[config.mk]
export PLATFORM = sky130hd
export DESIGN_NAME = stripe_chunk_planner
export DESIGN_NICKNAME = d
export VERILOG_FILES = /design/src/scp_pkg.sv /design/src/scp_div.sv /design/src/stripe_chunk_planner.sv
export SDC_FILE = /design/constraint.sdc
export NUM_CORES = 2
export LEC_CHECK = 0
export BUFFER_PORTS_ARGS = -buffer_cell sky130_fd_sc_hd__clkbuf_2
export CAP_MARGIN = 20
export CORE_ASPECT_RATIO = 1.25
export CORE_MARGIN = 4
export CORE_UTILIZATION = 50
export DETAILED_ROUTE_END_ITERATION = 12
export GPL_TIMING_DRIVEN = 0
export PLACE_DENSITY = 0.76
export SLEW_MARGIN = 5
export SYNTH_ARGS = -nofsm -noshare
export SYNTH_HDL_FRONTEND = slang
export SYNTH_SLANG_ARGS = --single-unit
[constraint.sdc]
create_clock -name clk -period 40.3 [get_ports clk]
set_input_delay 6.045 -clock clk [delete_from_list [all_inputs] [get_ports clk]]
set_output_delay 6.045 -clock clk [all_outputs]
set_load 0.05 [all_outputs]
[src/scp_pkg.sv]
// ----------------------------------------------------------------------------
// scp_pkg
// Shared types and constants for the stripe chunk planner.
// ----------------------------------------------------------------------------
package scp_pkg;

  // field widths
  localparam int OPCODE_W   = 2;
  localparam int ADDR_W     = 48;
  localparam int COUNT_W    = 32;
  localparam int KIND_W     = 2;
  localparam int VOL_W      = 4;
  localparam int BLK_W      = 17;
  localparam int NVOL_W     = 5;
  localparam int CFG_IDX_W  = 1;
  localparam int CFG_DATA_W = 17;

  // shared divider widths
  localparam int DVD_W = ADDR_W;
  localparam int DSR_W = BLK_W;

  localparam logic [OPCODE_W-1:0] OP_READ  = 2'd0;
  localparam logic [OPCODE_W-1:0] OP_WRITE = 2'd1;

  localparam logic [CFG_IDX_W-1:0] REG_NUM_VOLUMES = 1'b0;
  localparam logic [CFG_IDX_W-1:0] REG_BLOCK_SIZE  = 1'b1;

  localparam logic [BLK_W-1:0]  DEFAULT_BLOCK   = 17'd8192;
  localparam logic [BLK_W-1:0]  BLOCK_LIMIT     = 17'd65536;
  localparam int                VOL_FIELD_LIMIT = 16;

  typedef enum logic [KIND_W-1:0] {
    KIND_SEEK = 2'd0,
    KIND_XFER = 2'd1,
    KIND_ERR  = 2'd2
  } kind_t;

  typedef struct packed {
    logic             start;
    logic [DVD_W-1:0] dividend;
    logic [DSR_W-1:0] divisor;
  } div_req_t;

  typedef struct packed {
    logic             done;
    logic [DVD_W-1:0] quotient;
    logic [DSR_W-1:0] remainder;
  } div_rsp_t;

endpackage

[src/scp_div.sv]
// ----------------------------------------------------------------------------
// scp_div
// Restoring divider, one quotient bit per cycle, shared by both divide passes.
// ----------------------------------------------------------------------------
module scp_div (
  input  logic              clk,
  input  logic              rst_n,
  input  scp_pkg::div_req_t req,
  output scp_pkg::div_rsp_t rsp
);
  import scp_pkg::*;

  localparam int CNT_W = $clog2(DVD_W);

  logic             busy_r, busy_nxt;
  logic             done_r, done_nxt;
  logic [CNT_W-1:0] cnt_r, cnt_nxt;
  logic [DVD_W-1:0] dvd_r, dvd_nxt;
  logic [DSR_W-1:0] rem_r, rem_nxt;
  logic [DSR_W-1:0] dsr_r, dsr_nxt;

  logic [DSR_W:0]   trial;
  logic [DSR_W:0]   diff;
  logic             ge;

  assign trial = {rem_r, dvd_r[DVD_W-1]};
  assign diff  = trial - {1'b0, dsr_r};
  assign ge    = trial >= {1'b0, dsr_r};

  always_comb begin
    busy_nxt = busy_r;
    done_nxt = 1'b0;
    cnt_nxt  = cnt_r;
    dvd_nxt  = dvd_r;
    rem_nxt  = rem_r;
    dsr_nxt  = dsr_r;
    if (req.start) begin
      busy_nxt = 1'b1;
      cnt_nxt  = '0;
      dvd_nxt  = req.dividend;
      dsr_nxt  = req.divisor;
      rem_nxt  = '0;
    end else if (busy_r) begin
      // quotient bits shift in where dividend bits shift out
      dvd_nxt = {dvd_r[DVD_W-2:0], ge};
      rem_nxt = ge ? diff[DSR_W-1:0] : trial[DSR_W-1:0];
      cnt_nxt = cnt_r + 1'b1;
      if (cnt_r == CNT_W'(DVD_W - 1)) begin
        busy_nxt = 1'b0;
        done_nxt = 1'b1;
      end
    end
  end

  always_ff @(posedge clk) begin
    if (!rst_n) begin
      busy_r <= 1'b0;
      done_r <= 1'b0;
    end else begin
      busy_r <= busy_nxt;
      done_r <= done_nxt;
    end
    cnt_r <= cnt_nxt;
    dvd_r <= dvd_nxt;
    rem_r <= rem_nxt;
    dsr_r <= dsr_nxt;
  end

  assign rsp.done      = done_r;
  assign rsp.quotient  = dvd_r;
  assign rsp.remainder = rem_r;

endmodule

[src/stripe_chunk_planner.sv]
// ----------------------------------------------------------------------------
// stripe_chunk_planner
// Turns read/write requests on a round-robin striped file into per-volume
// seek commands and transfer chunks.
// ----------------------------------------------------------------------------
// From request accept to the first result: two 48-step divider passes, one
//   shift-add step per block size bit, then the prep and check states.
// Throughput: one request at a time; then one result per cycle while out_ready
//   is high. An illegal opcode gives its error result from the error state.
// Reset (synchronous): controller idle, num_volumes 1, block_size 8192,
//   expected next byte all ones, last operation read.
module stripe_chunk_planner #(
  parameter int MAX_VOLUMES = 16,
  parameter int MAX_CHUNKS  = 32
) (
  input  logic                             clk,
  input  logic                             rst_n,
  input  logic                             in_valid,
  output logic                             in_ready,
  input  logic [scp_pkg::OPCODE_W-1:0]     in_opcode,
  input  logic [scp_pkg::ADDR_W-1:0]       in_first_byte,
  input  logic [scp_pkg::COUNT_W-1:0]      in_byte_count,
  output logic                             out_valid,
  input  logic                             out_ready,
  output logic [scp_pkg::KIND_W-1:0]       out_kind,
  output logic [scp_pkg::VOL_W-1:0]        out_volume,
  output logic [scp_pkg::ADDR_W-1:0]       out_position,
  output logic [scp_pkg::BLK_W-1:0]        out_chunk_length,
  output logic [scp_pkg::COUNT_W-1:0]      out_buffer_offset,
  output logic                             out_is_write,
  output logic                             out_last,
  input  logic                             cfg_valid,
  output logic                             cfg_ready,
  input  logic [scp_pkg::CFG_IDX_W-1:0]    cfg_index,
  input  logic [scp_pkg::CFG_DATA_W-1:0]   cfg_data
);
  import scp_pkg::*;

  localparam int VOL_CAP_I = (MAX_VOLUMES < VOL_FIELD_LIMIT) ? MAX_VOLUMES : VOL_FIELD_LIMIT;
  localparam logic [NVOL_W-1:0] VOL_CAP = NVOL_W'(VOL_CAP_I);
  localparam int LIM_W = BLK_W + $clog2(MAX_CHUNKS + 1) + 1;
  localparam int CMP_W = (LIM_W > COUNT_W) ? LIM_W : COUNT_W;
  localparam logic [LIM_W-1:0] EXTRA_BLOCKS = LIM_W'(MAX_CHUNKS - 1);

  typedef enum logic [3:0] {
    ST_IDLE, ST_DIV_BLK, ST_DIV_VOL, ST_MUL, ST_PREP, ST_CHECK, ST_SEEK, ST_CHUNK, ST_ERR
  } state_t;

  state_t state_r, state_nxt;

  // configuration
  logic [NVOL_W-1:0]   num_volumes_r;
  logic [BLK_W-1:0]    block_size_r;
  logic [NVOL_W-1:0]   n_eff;
  logic [BLK_W-1:0]    bs_eff;

  // persistent state
  logic [ADDR_W:0]     expected_next_r, expected_next_nxt;
  logic                prev_op_r, prev_op_nxt;

  // request and working registers
  logic [OPCODE_W-1:0] op_r, op_nxt;
  logic [ADDR_W-1:0]   first_r, first_nxt;
  logic [COUNT_W-1:0]  count_r, count_nxt;
  logic [BLK_W-1:0]    inblock_r, inblock_nxt;
  logic [VOL_W-1:0]    fullvol_r, fullvol_nxt;
  logic [ADDR_W-1:0]   mcand_r, mcand_nxt;
  logic [BLK_W-1:0]    mplier_r, mplier_nxt;
  logic [ADDR_W-1:0]   acc_r, acc_nxt;        // holds off2 once the multiply is done
  logic [ADDR_W-1:0]   off1_r, off1_nxt;
  logic [ADDR_W-1:0]   offm_r, offm_nxt;
  logic [BLK_W-1:0]    len0_r, len0_nxt;
  logic [LIM_W-1:0]    lim_r, lim_nxt;
  logic                need_seek_r, need_seek_nxt;
  logic [VOL_W-1:0]    seek_idx_r, seek_idx_nxt;
  logic [VOL_W-1:0]    cvol_r, cvol_nxt;
  logic [COUNT_W-1:0]  left_r, left_nxt;
  logic [COUNT_W-1:0]  boff_r, boff_nxt;
  logic [BLK_W-1:0]    len_r, len_nxt;

  // output register
  logic                out_valid_r, out_valid_nxt;
  kind_t               out_kind_r, out_kind_nxt;
  logic [VOL_W-1:0]    out_volume_r, out_volume_nxt;
  logic [ADDR_W-1:0]   out_position_r, out_position_nxt;
  logic [BLK_W-1:0]    out_len_r, out_len_nxt;
  logic [COUNT_W-1:0]  out_boff_r, out_boff_nxt;
  logic                out_wr_r, out_wr_nxt;
  logic                out_last_r, out_last_nxt;

  div_req_t            div_req;
  div_rsp_t            div_rsp;

  logic                slot_free;
  logic                seek_last;
  logic                chunk_last;
  logic [BLK_W-1:0]    clen;
  logic [BLK_W-1:0]    len0_calc;

  scp_div u_div (
    .clk   (clk),
    .rst_n (rst_n),
    .req   (div_req),
    .rsp   (div_rsp)
  );

  always_comb begin
    if (num_volumes_r == '0) n_eff = NVOL_W'(1);
    else if (num_volumes_r > VOL_CAP) n_eff = VOL_CAP;
    else n_eff = num_volumes_r;
  end

  always_comb begin
    if (block_size_r == '0) bs_eff = DEFAULT_BLOCK;
    else if (block_size_r > BLOCK_LIMIT) bs_eff = BLOCK_LIMIT;
    else bs_eff = block_size_r;
  end

  assign slot_free  = !out_valid_r || out_ready;
  assign seek_last  = (NVOL_W'(seek_idx_r) + NVOL_W'(1)) == n_eff;
  assign chunk_last = COUNT_W'(len_r) >= left_r;
  assign clen       = (COUNT_W'(len_r) > left_r) ? left_r[BLK_W-1:0] : len_r;
  assign len0_calc  = bs_eff - inblock_r;

  always_comb begin
    state_nxt         = state_r;
    expected_next_nxt = expected_next_r;
    prev_op_nxt       = prev_op_r;
    op_nxt            = op_r;
    first_nxt         = first_r;
    count_nxt         = count_r;
    inblock_nxt       = inblock_r;
    fullvol_nxt       = fullvol_r;
    mcand_nxt         = mcand_r;
    mplier_nxt        = mplier_r;
    acc_nxt           = acc_r;
    off1_nxt          = off1_r;
    offm_nxt          = offm_r;
    len0_nxt          = len0_r;
    lim_nxt           = lim_r;
    need_seek_nxt     = need_seek_r;
    seek_idx_nxt      = seek_idx_r;
    cvol_nxt          = cvol_r;
    left_nxt          = left_r;
    boff_nxt          = boff_r;
    len_nxt           = len_r;

    out_valid_nxt     = out_valid_r && !out_ready;
    out_kind_nxt      = out_kind_r;
    out_volume_nxt    = out_volume_r;
    out_position_nxt  = out_position_r;
    out_len_nxt       = out_len_r;
    out_boff_nxt      = out_boff_r;
    out_wr_nxt        = out_wr_r;
    out_last_nxt      = out_last_r;

    div_req.start     = 1'b0;
    div_req.dividend  = in_first_byte;
    div_req.divisor   = bs_eff;

    unique case (state_r)
      ST_IDLE: begin
        if (in_valid) begin
          op_nxt    = in_opcode;
          first_nxt = in_first_byte;
          count_nxt = in_byte_count;
          if (in_opcode == OP_READ || in_opcode == OP_WRITE) begin
            div_req.start = 1'b1;
            state_nxt     = ST_DIV_BLK;
          end else begin
            state_nxt = ST_ERR;
          end
        end
      end
      ST_DIV_BLK: begin
        // first / block_size done: quotient goes on to be split by volume count
        if (div_rsp.done) begin
          inblock_nxt      = div_rsp.remainder;
          div_req.start    = 1'b1;
          div_req.dividend = div_rsp.quotient;
          div_req.divisor  = DSR_W'(n_eff);
          state_nxt        = ST_DIV_VOL;
        end
      end
      ST_DIV_VOL: begin
        if (div_rsp.done) begin
          fullvol_nxt = div_rsp.remainder[VOL_W-1:0];
          mcand_nxt   = div_rsp.quotient;
          mplier_nxt  = bs_eff;
          acc_nxt     = '0;
          state_nxt   = ST_MUL;
        end
      end
      ST_MUL: begin
        // stripe count times block size, one multiplier bit per cycle
        if (mplier_r == '0) begin
          state_nxt = ST_PREP;
        end else begin
          if (mplier_r[0]) acc_nxt = acc_r + mcand_r;
          mcand_nxt  = {mcand_r[ADDR_W-2:0], 1'b0};
          mplier_nxt = {1'b0, mplier_r[BLK_W-1:1]};
        end
      end
      ST_PREP: begin
        len0_nxt      = len0_calc;
        lim_nxt       = EXTRA_BLOCKS * LIM_W'(bs_eff) + LIM_W'(len0_calc);
        off1_nxt      = acc_r + ADDR_W'(bs_eff);
        offm_nxt      = acc_r + ADDR_W'(inblock_r);
        need_seek_nxt = (expected_next_r != {1'b0, first_r}) || (prev_op_r != op_r[0]);
        state_nxt     = ST_CHECK;
      end
      ST_CHECK: begin
        // count fits in MAX_CHUNKS chunks iff count <= len0 + (MAX_CHUNKS-1)*bs
        if (CMP_W'(count_r) > CMP_W'(lim_r)) begin
          state_nxt = ST_ERR;
        end else begin
          expected_next_nxt = {1'b0, first_r} + (ADDR_W + 1)'(count_r);
          if (need_seek_r && count_r != '0) prev_op_nxt = op_r[0];
          seek_idx_nxt = '0;
          cvol_nxt     = fullvol_r;
          left_nxt     = count_r;
          boff_nxt     = '0;
          len_nxt      = len0_r;
          if (need_seek_r) state_nxt = ST_SEEK;
          else if (count_r != '0) state_nxt = ST_CHUNK;
          else state_nxt = ST_IDLE;
        end
      end
      ST_SEEK: begin
        if (slot_free) begin
          out_valid_nxt  = 1'b1;
          out_kind_nxt   = KIND_SEEK;
          out_volume_nxt = seek_idx_r;
          if (seek_idx_r < fullvol_r) out_position_nxt = off1_r;
          else if (seek_idx_r == fullvol_r) out_position_nxt = offm_r;
          else out_position_nxt = acc_r;
          out_len_nxt    = '0;
          out_boff_nxt   = '0;
          out_wr_nxt     = op_r[0];
          out_last_nxt   = seek_last && (count_r == '0);
          seek_idx_nxt   = seek_idx_r + 1'b1;
          if (seek_last) state_nxt = (count_r != '0) ? ST_CHUNK : ST_IDLE;
        end
      end
      ST_CHUNK: begin
        if (slot_free) begin
          out_valid_nxt    = 1'b1;
          out_kind_nxt     = KIND_XFER;
          out_volume_nxt   = cvol_r;
          out_position_nxt = '0;
          out_len_nxt      = clen;
          out_boff_nxt     = boff_r;
          out_wr_nxt       = op_r[0];
          out_last_nxt     = chunk_last;
          left_nxt         = left_r - COUNT_W'(clen);
          boff_nxt         = boff_r + COUNT_W'(clen);
          len_nxt          = bs_eff;
          cvol_nxt         = ((NVOL_W'(cvol_r) + NVOL_W'(1)) == n_eff) ? '0 : cvol_r + 1'b1;
          if (chunk_last) state_nxt = ST_IDLE;
        end
      end
      ST_ERR: begin
        if (slot_free) begin
          out_valid_nxt    = 1'b1;
          out_kind_nxt     = KIND_ERR;
          out_volume_nxt   = '0;
          out_position_nxt = '0;
          out_len_nxt      = '0;
          out_boff_nxt     = '0;
          out_wr_nxt       = 1'b0;
          out_last_nxt     = 1'b1;
          state_nxt        = ST_IDLE;
        end
      end
      default: state_nxt = ST_IDLE;
    endcase
  end

  always_ff @(posedge clk) begin
    if (!rst_n) begin
      state_r         <= ST_IDLE;
      out_valid_r     <= 1'b0;
      expected_next_r <= '1;
      prev_op_r       <= 1'b0;
      num_volumes_r   <= NVOL_W'(1);
      block_size_r    <= DEFAULT_BLOCK;
    end else begin
      state_r         <= state_nxt;
      out_valid_r     <= out_valid_nxt;
      expected_next_r <= expected_next_nxt;
      prev_op_r       <= prev_op_nxt;
      if (cfg_valid) begin
        unique case (cfg_index)
          REG_NUM_VOLUMES: num_volumes_r <= cfg_data[NVOL_W-1:0];
          REG_BLOCK_SIZE:  block_size_r  <= cfg_data[BLK_W-1:0];
        endcase
      end
    end
    op_r           <= op_nxt;
    first_r        <= first_nxt;
    count_r        <= count_nxt;
    inblock_r      <= inblock_nxt;
    fullvol_r      <= fullvol_nxt;
    mcand_r        <= mcand_nxt;
    mplier_r       <= mplier_nxt;
    acc_r          <= acc_nxt;
    off1_r         <= off1_nxt;
    offm_r         <= offm_nxt;
    len0_r         <= len0_nxt;
    lim_r          <= lim_nxt;
    need_seek_r    <= need_seek_nxt;
    seek_idx_r     <= seek_idx_nxt;
    cvol_r         <= cvol_nxt;
    left_r         <= left_nxt;
    boff_r         <= boff_nxt;
    len_r          <= len_nxt;
    out_kind_r     <= out_kind_nxt;
    out_volume_r   <= out_volume_nxt;
    out_position_r <= out_position_nxt;
    out_len_r      <= out_len_nxt;
    out_boff_r     <= out_boff_nxt;
    out_wr_r       <= out_wr_nxt;
    out_last_r     <= out_last_nxt;
  end

  // nothing is taken while reset is held
  assign in_ready          = rst_n && (state_r == ST_IDLE);
  assign cfg_ready         = rst_n;
  assign out_valid         = out_valid_r;
  assign out_kind          = out_kind_r;
  assign out_volume        = out_volume_r;
  assign out_position      = out_position_r;
  assign out_chunk_length  = out_len_r;
  assign out_buffer_offset = out_boff_r;
  assign out_is_write      = out_wr_r;
  assign out_last          = out_last_r;

endmodule

==> run metrics <==
outcome=completed; dpl hpwl=about 92000 um; Final setup viols=0; cell area after layout=around 47000 um2; Max FO, Critical Path=10; Fin Clk Skew=0.0238 ns; RSZ-0062 raised after global routing=no; mapped cell area=~42000 um2; Port Buffers=around 210; post-CTS sizing=0; post-route worst setup slack=around 27 ns; Sink Count=713; grt total ovfl=0; dpl cell area=about 44000 um2; yosys warns=0; Placer Congestion=0.938; most common library cell in the layout ignoring fill and taps=edfxtp_1; met3 layer usage reported by global route=about 3.7%; die area=between 80000 and 90000 um2; family with the most delay on the worst path=buffers and inverters; Hold Violations, Final=0; Area growth, synth to finish=12.5%; P_sw=0.832 mW; Max stage delay cell, worst path=clkbuf_1; Chip Width=266 um; Synth area leaders=edfxtp_1 44%, ha_1 7.8%, dfxtp_1 4.9%; GRT Util Overall=26.7%; share of Yosys cell area claimed by the top area cell type=about 44%; register area=20400 um2; Ports=approximately 210; DR iter-0 viols=between 3k and 4k; Logic pwr share=roughly 28%; Clock power frac=29.3%; min cycle time layout=approximately 14 ns; Final ANT Viol Nets=0; Starting Density=slightly above 50%; Slew Limit Fails=0; nets=4762; CTS tree=built; final wirelength=120000 um; Worst-Skew Late Latency=approximately 0.64 ns; WL/cell=around 22 um; maximum clock rate=between 70 and 80 MHz; largest net degree at the start of global routing=between 70 and 80; Cell Rows=~120; CP Launch Type=primary input; CTS root buffer=clkbuf_16; Reg clk slew, reported paths=~0.06 ns; most frequent cells in the layout=611 x edfxtp_1, 536 x nand2_1, 323 x nor2_1, 274 x inv_1, 260 x ha_1; Synth cell types=84; syn nets=about 4.5k; Post-Syn Area per Cell=a little over 10 um2; number of synthesized flops with an enable pin=roughly 600; vias per cell=about 5.9; asr flop ratio synth=0%; Most Crowded Layer GR=met2; internal power=between 1.5 and 2 mW; max-cap violations=0; CP dominant cell by count=clkbuf_2; # hold bufs at CTS=0; power density over the cells=52.2 nW/um2; maximum buffer depth of the clock tree=3; Post-synth top flop=edfxtp_1; Die Y=around 330 um; period utilization=33.6%; post-synthesis cell type with the largest combined area=edfxtp_1; CTS buffer count=73; sequential share of power=43.0%; CP Buf/Inv Count=3; min-delay worst type=register to register; initial antenna violation count=5; Overall Power=around 2.4 mW; GRT met1 Usage=about a third; setup_tns=0 ns; Max-slew headroom=20.1%; Initial DRT Pass Iterations=8; worst endpoint data arrival time=around 7.5 ns; Leak=around 19 nW; multi-input logic area=19700 um2; share of cells above drive strength 1=roughly 9.1%; Synth Register Bits=713; depth of the CTS H-tree=3; Post-CTS Setup Bufs=0; critical path, cell by cell=clkbuf_2 -> clkbuf_1 -> and3_1 -> clkbuf_2; Hold WS=about 0.47 ns; met2 usage=44.0%; layout filler cell count=between 6k and 7k; Max stage delay on crit path=~0.52 ns; Core ar.=roughly 83000 um2; Worst-Margin Slew=about 1.2 ns; Residual DRC=0; Seq/Total Area, Yosys=about half; first-pass GRT wire length=181000 um; vias=approximately 32k; Post-Synthesis Cells=4018; vias in the first global route=about 32k; Worst IR Drop VDD=approximately 0.04 mV; switch share=about a third; Data required, critical path=34.26 ns; Crit Path Class=primary input to primary output; Critical Path End Type=primary output; dpl ws=between 20 and 30 ns
-- path summary, 6_finish.rpt --
path	start	endpoint	slack (ns)	cells past startpoint
worst min-delay path	u_div.rem_r[16]	inblock_r[16]	0.47	0
worst min register to register	u_div.rem_r[16]	inblock_r[16]	0.47	0
worst max-delay path	rst_n	in_ready	26.77	4
worst max register to register	block_size_r[16]	lim_r[22]	31.33	28
-- metal layers --
metal / share of wire, % / wire, um / vias up
met2: 47 / 56300 / 1512
met5: 0.0091 / 11 / -
li1: - / - / 15000
met1: 39 / 47100 / 15500
met4: 5.8 / 7040 / 2
met3: 8.2 / 9920 / 356
-- metrics by stage --
stage          std cells  util (%)
2_1_floorplan       4018         -
3_3_place_gp        5310      53.3
3_5_place_dp        5330      53.6
4_1_cts             5464      56.6
5_1_grt             5468      56.7
6_report            5468      56.7
-- power by group through the flow --
stage	combinational (mW)	sequential (mW)	clock, mW
CTS	0.670	1.05	0.725
floorplan	0.437	1.08	0
finish	0.677	1.05	0.718
global route	0.746	1.06	0.753
detailed placement	0.666	1.06	0
global placement	0.639	1.07	0
-- synth_stat cells (37+ instances only) --
| master | count |
|---|---|
| nor2_1 | 323 |
| nand3_1 | 105 |
| o21ai_0 | 201 |
| dfxtp_1 | 102 |
| and3_1 | 37 |
| a211oi_1 | 77 |
| nand2_1 | 537 |
| nor3_1 | 62 |
| nand4_1 | 58 |
| a21oi_1 | 181 |
| inv_1 | 275 |
| a21o_1 | 85 |
| ha_1 | 260 |
| clkbuf_1 | 129 |
| xnor2_1 | 192 |
| edfxtp_1 | 611 |
| fa_1 | 70 |
| and2_1 | 50 |
| mux2i_1 | 86 |
| o21a_1 | 37 |
| xor2_1 | 116 |
| nor2b_1 | 43 |
| o211ai_1 | 48 |
-- cell type report --
cell class	instances	area share, %
multi-input cells	2879	42.0
clock buffers	88	4.20
plain buffers	148	1.27
repair buffers	234	2.80
well taps	1080	2.88
inverters	278	2.23
flip-flops and latches	713	43.5
clock inverters	46	1.12
diodes	2	0.0107
-- kinds of logic after synthesis --
| group | count (synthesis) | share of synthesized area, % |
|---|---|---|
| and+or+nand+nor | 1351 | 14.9 |
| AOI/OAI and AO/OA | 804 | 12.5 |
| DFF | 713 | 49.0 |
| buffers and inverters | 426 | 3.93 |
| adders and majority gates | 330 | 11.2 |
| xor gates and xnor gates | 308 | 6.48 |
| muxes | 86 | 2.07 |
-- flip-flops by register name, summed over array words and instances (netlist names), 48 cells and up --
name	count
acc_r	48
expected_next_r	49
first_r	48
mcand_r	48
off1_r	48
offm_r	48
out_position	48
u_div.dvd_r	48
-- worst register-to-register path, delay by kind of cell, from the launching register on --
kind | cells | cell delay, ns
xor+xnor | 1 | 0.32
compound gates | 13 | 2.76
simple gates | 4 | 1.14
fa+ha+maj | 5 | 2.20
buf+inv | 5 | 1.73
flops | 1 | 0.54
(Power assumes the default switching activity.)
